## src/hw/rtl/ptsl_pkg.sv

```systemverilog
// Package with the constants, types and codes of the point-to-screen lookup unit.
`timescale 1ns / 1ps
package ptsl_pkg;

  localparam int MAX_SCREENS = 16;
  localparam int COORD_BITS  = 16;
  localparam int SIZE_BITS   = COORD_BITS - 1;
  localparam int IDX_W       = (MAX_SCREENS > 1) ? $clog2(MAX_SCREENS) : 1;
  localparam int CNT_W       = $clog2(MAX_SCREENS + 1);
  localparam int CFG_W       = 5;
  localparam int ENTRY_W     = 4;
  localparam int OUT_W       = 4;
  // Right and bottom edges can reach past the signed coordinate range, hence one extra bit.
  localparam int EDGE_W      = COORD_BITS + 1;
  localparam int SUB_W       = COORD_BITS + 2;
  localparam int DIFF_W      = COORD_BITS + 1;
  localparam int DIST_W      = DIFF_W + 1;
  localparam int FIFO_DEPTH  = 2;
  localparam int FPTR_W      = $clog2(FIFO_DEPTH);
  localparam int FCNT_W      = $clog2(FIFO_DEPTH + 1);

  typedef enum logic {
    OP_WRITE = 1'b0,
    OP_QUERY = 1'b1
  } op_t;

  typedef enum logic [1:0] {
    B_IDLE,
    B_SCAN,
    B_DRAIN,
    B_DONE
  } back_state_t;

  typedef struct packed {
    logic signed [COORD_BITS-1:0] left;
    logic signed [COORD_BITS-1:0] top;
    logic        [SIZE_BITS-1:0]  width;
    logic        [SIZE_BITS-1:0]  height;
  } rect_t;

  typedef struct packed {
    op_t                          op;
    logic [IDX_W-1:0]             idx;
    rect_t                        rect;
    logic signed [COORD_BITS-1:0] px;
    logic signed [COORD_BITS-1:0] py;
  } item_t;

  typedef struct packed {
    logic full;
    logic empty;
  } fifo_status_t;

endpackage

```

## src/hw/rtl/ptsl_ram.sv

```systemverilog
// Generic single-port-write, single-port-read RAM with a registered read.
`timescale 1ns / 1ps
module ptsl_ram #(
  parameter int WIDTH = 8,
  parameter int DEPTH = 16
) (
  input  logic                                       clk,
  input  logic                                       we,
  input  logic [((DEPTH > 1) ? $clog2(DEPTH) : 1)-1:0] waddr,
  input  logic [WIDTH-1:0]                           wdata,
  input  logic                                       re,
  input  logic [((DEPTH > 1) ? $clog2(DEPTH) : 1)-1:0] raddr,
  output logic [WIDTH-1:0]                           rdata
);

  logic [WIDTH-1:0] mem_r [DEPTH];
  logic [WIDTH-1:0] rdata_r;

  always_ff @(posedge clk) begin
    if (we) begin
      mem_r[waddr] <= wdata;
    end
    if (re) begin
      rdata_r <= mem_r[raddr];
    end
  end

  assign rdata = rdata_r;

endmodule

```

## src/hw/rtl/ptsl_front.sv

```systemverilog
// Front end: takes input beats, sorts writes from queries and drops writes to absent entries.
`timescale 1ns / 1ps
module ptsl_front (
  input  logic                                   in_valid,
  output logic                                   in_ready,
  input  logic                                   in_command,
  input  logic [ptsl_pkg::ENTRY_W-1:0]           in_entry_index,
  input  logic signed [ptsl_pkg::COORD_BITS-1:0] in_rect_left,
  input  logic signed [ptsl_pkg::COORD_BITS-1:0] in_rect_top,
  input  logic [ptsl_pkg::SIZE_BITS-1:0]         in_rect_width,
  input  logic [ptsl_pkg::SIZE_BITS-1:0]         in_rect_height,
  input  logic signed [ptsl_pkg::COORD_BITS-1:0] in_point_x,
  input  logic signed [ptsl_pkg::COORD_BITS-1:0] in_point_y,
  input  ptsl_pkg::fifo_status_t                 fifo_status,
  output logic                                   push,
  output ptsl_pkg::item_t                        item
);
  import ptsl_pkg::*;

  op_t  op;
  logic idx_ok;
  logic keep;

  always_comb begin
    op     = op_t'(in_command);
    idx_ok = (32'(in_entry_index) < 32'(MAX_SCREENS));
    keep   = (op == OP_QUERY) || idx_ok;
  end

  assign in_ready = !fifo_status.full;
  // A write to an entry beyond the table is taken and then forgotten.
  assign push     = in_valid && !fifo_status.full && keep;

  always_comb begin
    item.op          = op;
    item.idx         = IDX_W'(in_entry_index);
    item.rect.left   = in_rect_left;
    item.rect.top    = in_rect_top;
    item.rect.width  = in_rect_width;
    item.rect.height = in_rect_height;
    item.px          = in_point_x;
    item.py          = in_point_y;
  end

endmodule

```

## src/hw/rtl/ptsl_fifo.sv

```systemverilog
// Short queue of classified items between the front end and the scan engine.
`timescale 1ns / 1ps
module ptsl_fifo (
  input  logic                   clk,
  input  logic                   rst_n,
  input  logic                   push,
  input  ptsl_pkg::item_t        push_item,
  input  logic                   pop,
  output ptsl_pkg::item_t        head,
  output ptsl_pkg::fifo_status_t status
);
  import ptsl_pkg::*;

  item_t             mem_r [FIFO_DEPTH];
  logic [FPTR_W-1:0] wr_ptr_r, wr_ptr_nxt;
  logic [FPTR_W-1:0] rd_ptr_r, rd_ptr_nxt;
  logic [FCNT_W-1:0] cnt_r, cnt_nxt;
  logic              do_push;
  logic              do_pop;

  always_comb begin
    do_push    = push && (cnt_r != FCNT_W'(FIFO_DEPTH));
    do_pop     = pop && (cnt_r != '0);
    wr_ptr_nxt = do_push ? wr_ptr_r + FPTR_W'(1) : wr_ptr_r;
    rd_ptr_nxt = do_pop ? rd_ptr_r + FPTR_W'(1) : rd_ptr_r;
    cnt_nxt    = cnt_r;
    if (do_push && !do_pop) begin
      cnt_nxt = cnt_r + FCNT_W'(1);
    end else if (do_pop && !do_push) begin
      cnt_nxt = cnt_r - FCNT_W'(1);
    end
  end

  always_ff @(posedge clk) begin
    if (!rst_n) begin
      wr_ptr_r <= '0;
      rd_ptr_r <= '0;
      cnt_r    <= '0;
    end else begin
      wr_ptr_r <= wr_ptr_nxt;
      rd_ptr_r <= rd_ptr_nxt;
      cnt_r    <= cnt_nxt;
    end
  end

  always_ff @(posedge clk) begin
    if (do_push) begin
      mem_r[wr_ptr_r] <= push_item;
    end
  end

  assign head         = mem_r[rd_ptr_r];
  assign status.full  = (cnt_r == FCNT_W'(FIFO_DEPTH));
  assign status.empty = (cnt_r == '0);

endmodule

```

## src/hw/rtl/ptsl_back.sv

```systemverilog
// Back end: applies table writes and scans the table for each query.
`timescale 1ns / 1ps
module ptsl_back (
  input  logic                         clk,
  input  logic                         rst_n,
  input  logic [ptsl_pkg::CFG_W-1:0]   active_screens,
  input  ptsl_pkg::fifo_status_t       fifo_status,
  input  ptsl_pkg::item_t              head,
  output logic                         pop,
  output logic                         res_valid,
  input  logic                         res_ready,
  output logic [ptsl_pkg::OUT_W-1:0]   res_index
);
  import ptsl_pkg::*;

  localparam logic signed [EDGE_W-1:0] ONE_E = EDGE_W'(1);

  function automatic logic [DIFF_W-1:0] abs_diff(input logic signed [EDGE_W-1:0] a,
                                                 input logic signed [EDGE_W-1:0] b);
    logic signed [SUB_W-1:0] d;
    d = SUB_W'(a) - SUB_W'(b);
    abs_diff = d[SUB_W-1] ? DIFF_W'(-d) : DIFF_W'(d);
  endfunction

  back_state_t state_r, state_nxt;

  logic                  ram_we;
  logic                  ram_re;
  logic [$bits(rect_t)-1:0] ram_rdata;
  rect_t                 rd_rect;
  logic                  start;
  logic                  load_out;
  logic [CNT_W-1:0]      count_in;

  logic [CNT_W-1:0]      scan_r, scan_nxt;
  logic [CNT_W-1:0]      count_r;
  logic signed [COORD_BITS-1:0] px_r, py_r;

  logic                  rd_v_r;
  logic [IDX_W-1:0]      rd_idx_r;

  logic                  s1_v_r;
  logic [IDX_W-1:0]      s1_idx_r;
  logic signed [EDGE_W-1:0] s1_l_r, s1_rr_r, s1_t_r, s1_b_r;
  logic                  s1_nz_r;
  logic signed [EDGE_W-1:0] l_ext, t_ext, w_ext, h_ext;

  logic                  s2_v_r;
  logic [IDX_W-1:0]      s2_idx_r;
  logic [DIFF_W-1:0]     s2_dx_r, s2_dy_r;
  logic                  s2_in_r;
  logic signed [EDGE_W-1:0] px_e, py_e;
  logic [DIFF_W-1:0]     dxl, dxr, dyt, dyb;
  logic [DIFF_W-1:0]     dx_min, dy_min;
  logic                  contain;

  logic [DIST_W-1:0]     cand_dist;
  logic [DIST_W-1:0]     best_d_r;
  logic [IDX_W-1:0]      best_i_r;
  logic                  found_r;

  logic                  out_valid_r;
  logic [OUT_W-1:0]      out_idx_r;

  ptsl_ram #(
    .WIDTH($bits(rect_t)),
    .DEPTH(MAX_SCREENS)
  ) u_table (
    .clk  (clk),
    .we   (ram_we),
    .waddr(head.idx),
    .wdata(head.rect),
    .re   (ram_re),
    .raddr(scan_r[IDX_W-1:0]),
    .rdata(ram_rdata)
  );

  assign rd_rect = rect_t'(ram_rdata);

  always_comb begin
    if (32'(active_screens) > 32'(MAX_SCREENS)) begin
      count_in = CNT_W'(MAX_SCREENS);
    end else begin
      count_in = CNT_W'(active_screens);
    end
  end

  // Next state.
  always_comb begin
    state_nxt = state_r;
    case (state_r)
      B_IDLE: begin
        if (!fifo_status.empty && (head.op == OP_QUERY)) begin
          state_nxt = (count_in == '0) ? B_DONE : B_SCAN;
        end
      end
      B_SCAN: begin
        if (scan_r == count_r - CNT_W'(1)) begin
          state_nxt = B_DRAIN;
        end
      end
      B_DRAIN: begin
        if (!rd_v_r && !s1_v_r && !s2_v_r) begin
          state_nxt = B_DONE;
        end
      end
      B_DONE: begin
        if (!out_valid_r || res_ready) begin
          state_nxt = B_IDLE;
        end
      end
      default: state_nxt = B_IDLE;
    endcase
  end

  // State outputs.
  always_comb begin
    pop      = 1'b0;
    ram_re   = 1'b0;
    load_out = 1'b0;
    case (state_r)
      B_IDLE:  pop      = !fifo_status.empty;
      B_SCAN:  ram_re   = 1'b1;
      B_DRAIN: ram_re   = 1'b0;
      B_DONE:  load_out = !out_valid_r || res_ready;
      default: pop      = 1'b0;
    endcase
  end

  assign ram_we   = pop && (head.op == OP_WRITE);
  assign start    = pop && (head.op == OP_QUERY);
  assign scan_nxt = start ? '0 : (ram_re ? scan_r + CNT_W'(1) : scan_r);

  // Stage one: edges of the rectangle just read.
  always_comb begin
    l_ext = EDGE_W'($signed(rd_rect.left));
    t_ext = EDGE_W'($signed(rd_rect.top));
    w_ext = $signed(EDGE_W'(rd_rect.width));
    h_ext = $signed(EDGE_W'(rd_rect.height));
  end

  // Stage two: the nearest corner is the nearer vertical edge plus the nearer horizontal edge.
  always_comb begin
    px_e    = EDGE_W'(px_r);
    py_e    = EDGE_W'(py_r);
    dxl     = abs_diff(s1_l_r, px_e);
    dxr     = abs_diff(s1_rr_r, px_e);
    dyt     = abs_diff(s1_t_r, py_e);
    dyb     = abs_diff(s1_b_r, py_e);
    dx_min  = (dxr < dxl) ? dxr : dxl;
    dy_min  = (dyb < dyt) ? dyb : dyt;
    contain = s1_nz_r && (px_e >= s1_l_r) && (px_e <= s1_rr_r) &&
              (py_e >= s1_t_r) && (py_e <= s1_b_r);
  end

  assign cand_dist = DIST_W'(s2_dx_r) + DIST_W'(s2_dy_r);

  always_ff @(posedge clk) begin
    if (!rst_n) begin
      state_r     <= B_IDLE;
      rd_v_r      <= 1'b0;
      s1_v_r      <= 1'b0;
      s2_v_r      <= 1'b0;
      found_r     <= 1'b0;
      out_valid_r <= 1'b0;
    end else begin
      state_r <= state_nxt;
      rd_v_r  <= ram_re;
      s1_v_r  <= rd_v_r;
      s2_v_r  <= s1_v_r;
      if (start) begin
        found_r <= 1'b0;
      end else if (s2_v_r && s2_in_r) begin
        found_r <= 1'b1;
      end
      if (load_out) begin
        out_valid_r <= 1'b1;
      end else if (res_ready) begin
        out_valid_r <= 1'b0;
      end
    end
  end

  always_ff @(posedge clk) begin
    scan_r   <= scan_nxt;
    rd_idx_r <= scan_r[IDX_W-1:0];
    if (start) begin
      count_r <= count_in;
      px_r    <= head.px;
      py_r    <= head.py;
    end
    s1_idx_r <= rd_idx_r;
    s1_l_r   <= l_ext;
    s1_t_r   <= t_ext;
    s1_rr_r  <= l_ext + w_ext - ONE_E;
    s1_b_r   <= t_ext + h_ext - ONE_E;
    s1_nz_r  <= (rd_rect.width != '0) && (rd_rect.height != '0);
    s2_idx_r <= s1_idx_r;
    s2_dx_r  <= dx_min;
    s2_dy_r  <= dy_min;
    s2_in_r  <= contain;
    // Once a containing entry is seen, later entries no longer count.
    if (start) begin
      best_d_r <= '1;
      best_i_r <= '0;
    end else if (s2_v_r && !found_r) begin
      if (s2_in_r) begin
        best_i_r <= s2_idx_r;
      end else if (cand_dist < best_d_r) begin
        best_d_r <= cand_dist;
        best_i_r <= s2_idx_r;
      end
    end
    if (load_out) begin
      out_idx_r <= OUT_W'(best_i_r);
    end
  end

  assign res_valid = out_valid_r;
  assign res_index = out_idx_r;

endmodule

```

## src/hw/rtl/point_to_screen_lookup_unit.sv

```systemverilog
// Top level of the point-to-screen lookup unit.
//
//   Channel | Direction | Handshake            | Beat carries
//   in      | input     | in_valid / in_ready  | command, entry index, rectangle, point
//   out     | output    | out_valid / out_ready| screen index of a query
//   cfg     | input     | cfg_valid / cfg_ready| active screen count
//
// A write beat is applied to the table as it is popped. A query starts the scan, reads
// one table entry per cycle for n entries, where n is the active screen count clamped to
// the table size, empties the three-stage pipeline behind the read and then finishes,
// waiting while an earlier result is unaccepted. With no active screens it skips the scan.
// The table has a single read port, which sets the one-entry-per-cycle scan.
// Reset is synchronous and active low; the table itself is not cleared.
// A two-beat queue between front end and scan engine, and the output register, decouple
// the two sides; a long stall at the output still backs up the input.
`timescale 1ns / 1ps
module point_to_screen_lookup_unit (
  input  logic                                   clk,
  input  logic                                   rst_n,
  input  logic                                   in_valid,
  output logic                                   in_ready,
  input  logic                                   in_command,
  input  logic [ptsl_pkg::ENTRY_W-1:0]           in_entry_index,
  input  logic signed [ptsl_pkg::COORD_BITS-1:0] in_rect_left,
  input  logic signed [ptsl_pkg::COORD_BITS-1:0] in_rect_top,
  input  logic [ptsl_pkg::SIZE_BITS-1:0]         in_rect_width,
  input  logic [ptsl_pkg::SIZE_BITS-1:0]         in_rect_height,
  input  logic signed [ptsl_pkg::COORD_BITS-1:0] in_point_x,
  input  logic signed [ptsl_pkg::COORD_BITS-1:0] in_point_y,
  output logic                                   out_valid,
  input  logic                                   out_ready,
  output logic [ptsl_pkg::OUT_W-1:0]             out_screen_index,
  input  logic                                   cfg_valid,
  output logic                                   cfg_ready,
  input  logic [ptsl_pkg::CFG_W-1:0]             cfg_data
);
  import ptsl_pkg::*;

  logic [CFG_W-1:0] active_r, active_nxt;
  fifo_status_t     fifo_status;
  logic             push;
  logic             pop;
  item_t            push_item;
  item_t            head;

  assign cfg_ready  = 1'b1;
  assign active_nxt = (cfg_valid && cfg_ready) ? cfg_data : active_r;

  always_ff @(posedge clk) begin
    if (!rst_n) begin
      active_r <= '0;
    end else begin
      active_r <= active_nxt;
    end
  end

  ptsl_front u_front (
    .in_valid      (in_valid),
    .in_ready      (in_ready),
    .in_command    (in_command),
    .in_entry_index(in_entry_index),
    .in_rect_left  (in_rect_left),
    .in_rect_top   (in_rect_top),
    .in_rect_width (in_rect_width),
    .in_rect_height(in_rect_height),
    .in_point_x    (in_point_x),
    .in_point_y    (in_point_y),
    .fifo_status   (fifo_status),
    .push          (push),
    .item          (push_item)
  );

  ptsl_fifo u_fifo (
    .clk      (clk),
    .rst_n    (rst_n),
    .push     (push),
    .push_item(push_item),
    .pop      (pop),
    .head     (head),
    .status   (fifo_status)
  );

  ptsl_back u_back (
    .clk           (clk),
    .rst_n         (rst_n),
    .active_screens(active_r),
    .fifo_status   (fifo_status),
    .head          (head),
    .pop           (pop),
    .res_valid     (out_valid),
    .res_ready     (out_ready),
    .res_index     (out_screen_index)
  );

endmodule

```

## config.mk

```make
export PLATFORM = sky130hd
export DESIGN_NAME = point_to_screen_lookup_unit
export DESIGN_NICKNAME = d
export VERILOG_FILES = /design/src/hw/rtl/ptsl_pkg.sv /design/src/hw/rtl/ptsl_ram.sv /design/src/hw/rtl/ptsl_front.sv /design/src/hw/rtl/ptsl_fifo.sv /design/src/hw/rtl/ptsl_back.sv /design/src/hw/rtl/point_to_screen_lookup_unit.sv
export SDC_FILE = /design/constraint.sdc
export NUM_CORES = 2
export LEC_CHECK = 0
export BUFFER_PORTS_ARGS = -buffer_cell sky130_fd_sc_hd__buf_2
export CORE_UTILIZATION = 40
export DETAILED_ROUTE_END_ITERATION = 7
export SYNTH_ARGS = -nofsm -noshare
export SYNTH_HDL_FRONTEND = slang
export SYNTH_SLANG_ARGS = --single-unit
```

## constraint.sdc

```tcl
create_clock -name clk -period 7.1 [get_ports clk]
set_input_delay 1.42 -clock clk [delete_from_list [all_inputs] [get_ports clk]]
set_output_delay 1.42 -clock clk [all_outputs]
set_load 0.05 [all_outputs]
```

==> key figures <==
Route
  – DR vias/cell: 5.34
  – ANT nets after route: 0
  – DRC: 0
  – DR pass1 iterations: 6
  – Via Count: approximately 31000
  – Routed len/inst: approximately 24 µm
  – DRT iter0 DRCs: roughly 2200
  – Post-Route WL: ~140000 µm

Synthesis
  – YS warnings: 0
  – Adder-Cell Fraction of Synth Area: 0.0450
  – Top post-synthesis cells by count: 1293 x edfxtp_1, 310 x mux4_2, 261 x inv_1
  – Mapped Cells: approximately 3500
  – Top-area cell type share of the netlist area: 0.637
  – Post-synthesis mux area share: 0.139
  – Post-synthesis xor/xnor area fraction: 0.0213
  – Syn Area/Cell: 17.4 µm²
  – Synthesized area: 61000 µm²
  – Ys flop type: edfxtp_1
  – #FFs+latches synth: approximately 1500
  – Syn nets: 3820
  – Post-synthesis compound-gate area fraction: 0.0439
  – Simple-Gate Fraction of Synth Area: 0.0383
  – Main combinational cell family by area after synthesis: multiplexers
  – Top-count cell post-synth: edfxtp_1
  – Count of cell types in the netlist: 89
  – Area leader, netlist: edfxtp_1
  – Main area contributors after synthesis: edfxtp_1 64%, mux4_2 11%, dfxtp_1 5.2%, ha_1 4.3%, mux2_2 1.8%
  – EDFF count, synth: 1293
  – Asr flop ratio synth: 0
  – Seq/Total Area, Yosys: 0.689

Clock network
  – Number of buffers added for setup after CTS: 0
  – CTS Buf Count: 156
  – Worst-case clock buffer depth: 3
  – Post-CTS Resized: 0
  – Clock-pin slew on the worst setup and hold paths: 0.06 ns
  – Worst skew pair latency: approximately 0.78 ns
  – Cts hold-fix bufs: 0
  – Clock sinks: roughly 1500
  – Root Buffer: clkbuf_16
  – CTS tree: done
  – H-tree depth: 4

Setup path
  – RR Startpoint: u_back.py_r[5]$_DFFE_PP_
  – Nature of the critical path startpoint: flop
  – Crit path arrival time: about 6.2 ns
  – CP peak stage delay: ~0.90 ns
  – Reg2reg end: u_back.s2_dy_r[15]$_DFF_P_
  – Worst path top cell family by delay: compound AO/OA/AOI/OAI gates
  – End point of the critical path: u_back.s2_dy_r[15]$_DFF_P_
  – Crit path required time: 7.77 ns
  – WP buf/inv: 2
  – Crit-path cells: inv_1 > ha_1 > a21oi_1 > o21ai_0 > or3_1 > o221a_2 > o41a_1 > nor2b_1 > o41ai_2 > o21ai_0 > xor2_1 > ha_1 > a21o_1 > a21o_1 > a21oi_1 > nor2b_1 > o31ai_2 > buf_4 > nor2_1 > a221o_1
  – Critical path class: flop to flop
  – Reg2Reg Setup Slack: 1.58 ns
  – Critical path origin: u_back.py_r[5]$_DFFE_PP_
  – Slowest cell on crit path: o41ai_2
  – Critical Path Stages: 20
  – CP endpoint kind: flop
  – Reg2reg path depth: 20
  – Largest fanout on the critical path: 17

Global routing
  – GRT Total Usage: 0.185
  – First-pass GRT wire length: around 210000 µm
  – GRT overflow: 0
  – Pin count of the biggest net entering global routing: 137
  – Initial antenna violation count: 2
  – Vias in the first global route: about 32000

Pwr
  – Internal: 21.7 mW
  – Switching power: approximately 12 mW
  – Cell Pwr Density: slightly below 500 nW/µm²
  – Gate power share: 0.414
  – Clk network pwr share: 0.241
  – Leakage power: between 20 and 25 nW
  – Sequential Power Share: 0.345
  – Switching share of total power: 0.353
  – Worst vdd ir: approximately 0.36 mV

STA
  – Crit share post-route: 0.777
  – Unrepaired setup endpoints after global routing: false
  – Slew Limit Fails: 0
  – Peak Freq: 181 MHz
  – Clock Skew: 0.0254 ns
  – Worst slew pin tran: roughly 1.2 ns
  – Max_slew headroom: 0.230
  – Final worst setup slack: about 1.6 ns
  – Hold slack final: roughly 0.33 ns
  – Final-report setup violation count: 0
  – Final Hold Fails: 0
  – Tmin final: approximately 5.5 ns
  – Post-Route Setup TNS: 0 ns

Die
  – Ports: between 100 and 150
  – Row Count: roughly 140
  – Starting Density: 0.405
  – Die Y: 392 µm
  – Die area: approximately 150000 µm²
  – Die Wd: 392 µm
  – Core area: between 150000 and 200000 µm²

Min path
  – Hold WC Path Type: flop to flop

Run
  – Max cap viols: 0

Place
  – Post-place setup slack: about 1.6 ns
  – I/O Buffers: between 100 and 150
  – RePlAce Congestion: 0.855
  – DP HPWL: about 85000 µm
  – Post-DP Area: 64300 µm²

Cells and area
  – Inserted Diodes: 0
  – Share of cells above drive strength 1: 0.222
  – Post-route cell area: a little under 70000 µm²
  – Area Overhead vs Synth: 13.9%
  – Final #Nets: 4033

Status
  – Outcome: completed
-- kinds of logic (layout without fill, tap and decap cells) --
family	Yosys count	after routing
AO/OA/AOI/OAI	392	392
XOR/XNOR	148	148
adder cells (fa/ha/maj)	215	215
buffers and inverters	375	714
flip-flops	1451	1451
multiplexers	448	448
other	1	1
AND/OR/NAND/NOR	466	466
-- area by class of cell --
cell class                 instances  area (µm²)
sequential                      1451       42000
timing repair buffer             167        1070
inverter                         263         987
clock inverter                   102        1030
clock buffer                     182        4110
fill                           12803       81100
multi-input combinational       1670       17700
tap                             2016        2520
-- power groups by stage --
stage	Clock [mW]	Sequential [mW]	Combinational [mW]
CTS	8.28	11.6	14.1
finish	8.08	11.6	13.9
floorplan	0	11.4	10.6
detailed placement	0	11.8	14.0
global placement	0	11.8	13.8
global route	8.61	11.7	15.5
-- how the worst min path moves through the flow --
stage	start	slack (ns)	cells after the start	end
6_report	u_back.rd_idx_r[0]$_DFF_P_	0.33	0	u_back.s1_idx_r[0]$_DFF_P_
5_1_grt	u_back.rd_idx_r[1]$_DFF_P_	0.34	0	u_back.s1_idx_r[1]$_DFF_P_
4_1_cts	u_back.s1_idx_r[3]$_DFF_P_	0.33	0	u_back.s2_idx_r[3]$_DFF_P_
3_5_place_dp	u_back.s1_idx_r[3]$_DFF_P_	0.31	0	u_back.s2_idx_r[3]$_DFF_P_
3_3_place_gp	u_back.rd_idx_r[3]$_DFF_P_	0.31	0	u_back.s1_idx_r[3]$_DFF_P_
2_1_floorplan	u_back.rd_idx_r[0]$_DFF_P_	0.31	0	u_back.s1_idx_r[0]$_DFF_P_
-- sequential cells by signal (all words and copies together) (netlist names), 17 cells and up, named ones only --
register              count
u_fifo.mem_r            198
u_back.s2_dx_r           17
u_back.u_table.mem_r    992
u_back.s2_dy_r           17
u_back.s1_rr_r           17
u_back.best_d_r          18
u_back.u_table.rdata     62
u_back.s1_b_r            17
-- stage by stage --
step                std cells  power (mW)   util
CTS                      5851        34.0  0.461
global placement         5567        25.6  0.427
global route             5851        35.8  0.461
detailed placement       5567        25.8  0.427
finish                   5851        33.6  0.461
floorplan                3496        22.0      -
-- cell usage in the layout, fill, tap and decap left out, types with 92 or more instances in the layout --
master     synthesis  final
clkbuf_16          0    161
mux2_2            97     97
edfxtp_1        1293   1293
mux4_2           310    310
dfxtp_1          158    153
inv_1            261    260
ha_1             208    207
nor2_1           130    113
buf_2              1    114
a21oi_1           96     96
nand2_1           92     92
-- per-layer routing --
metal | routed length, µm | global-route usage | up-vias
li1 | - | - | 14148
met1 | 63200 | 0.257 | 16161
met2 | 68400 | 0.306 | 746
met3 | 6450 | 0.0296 | 177
met4 | 2380 | 0.0426 | 0
met5 | 0 | 0 | -
Note: power is estimated with default switching activity, not from simulation.
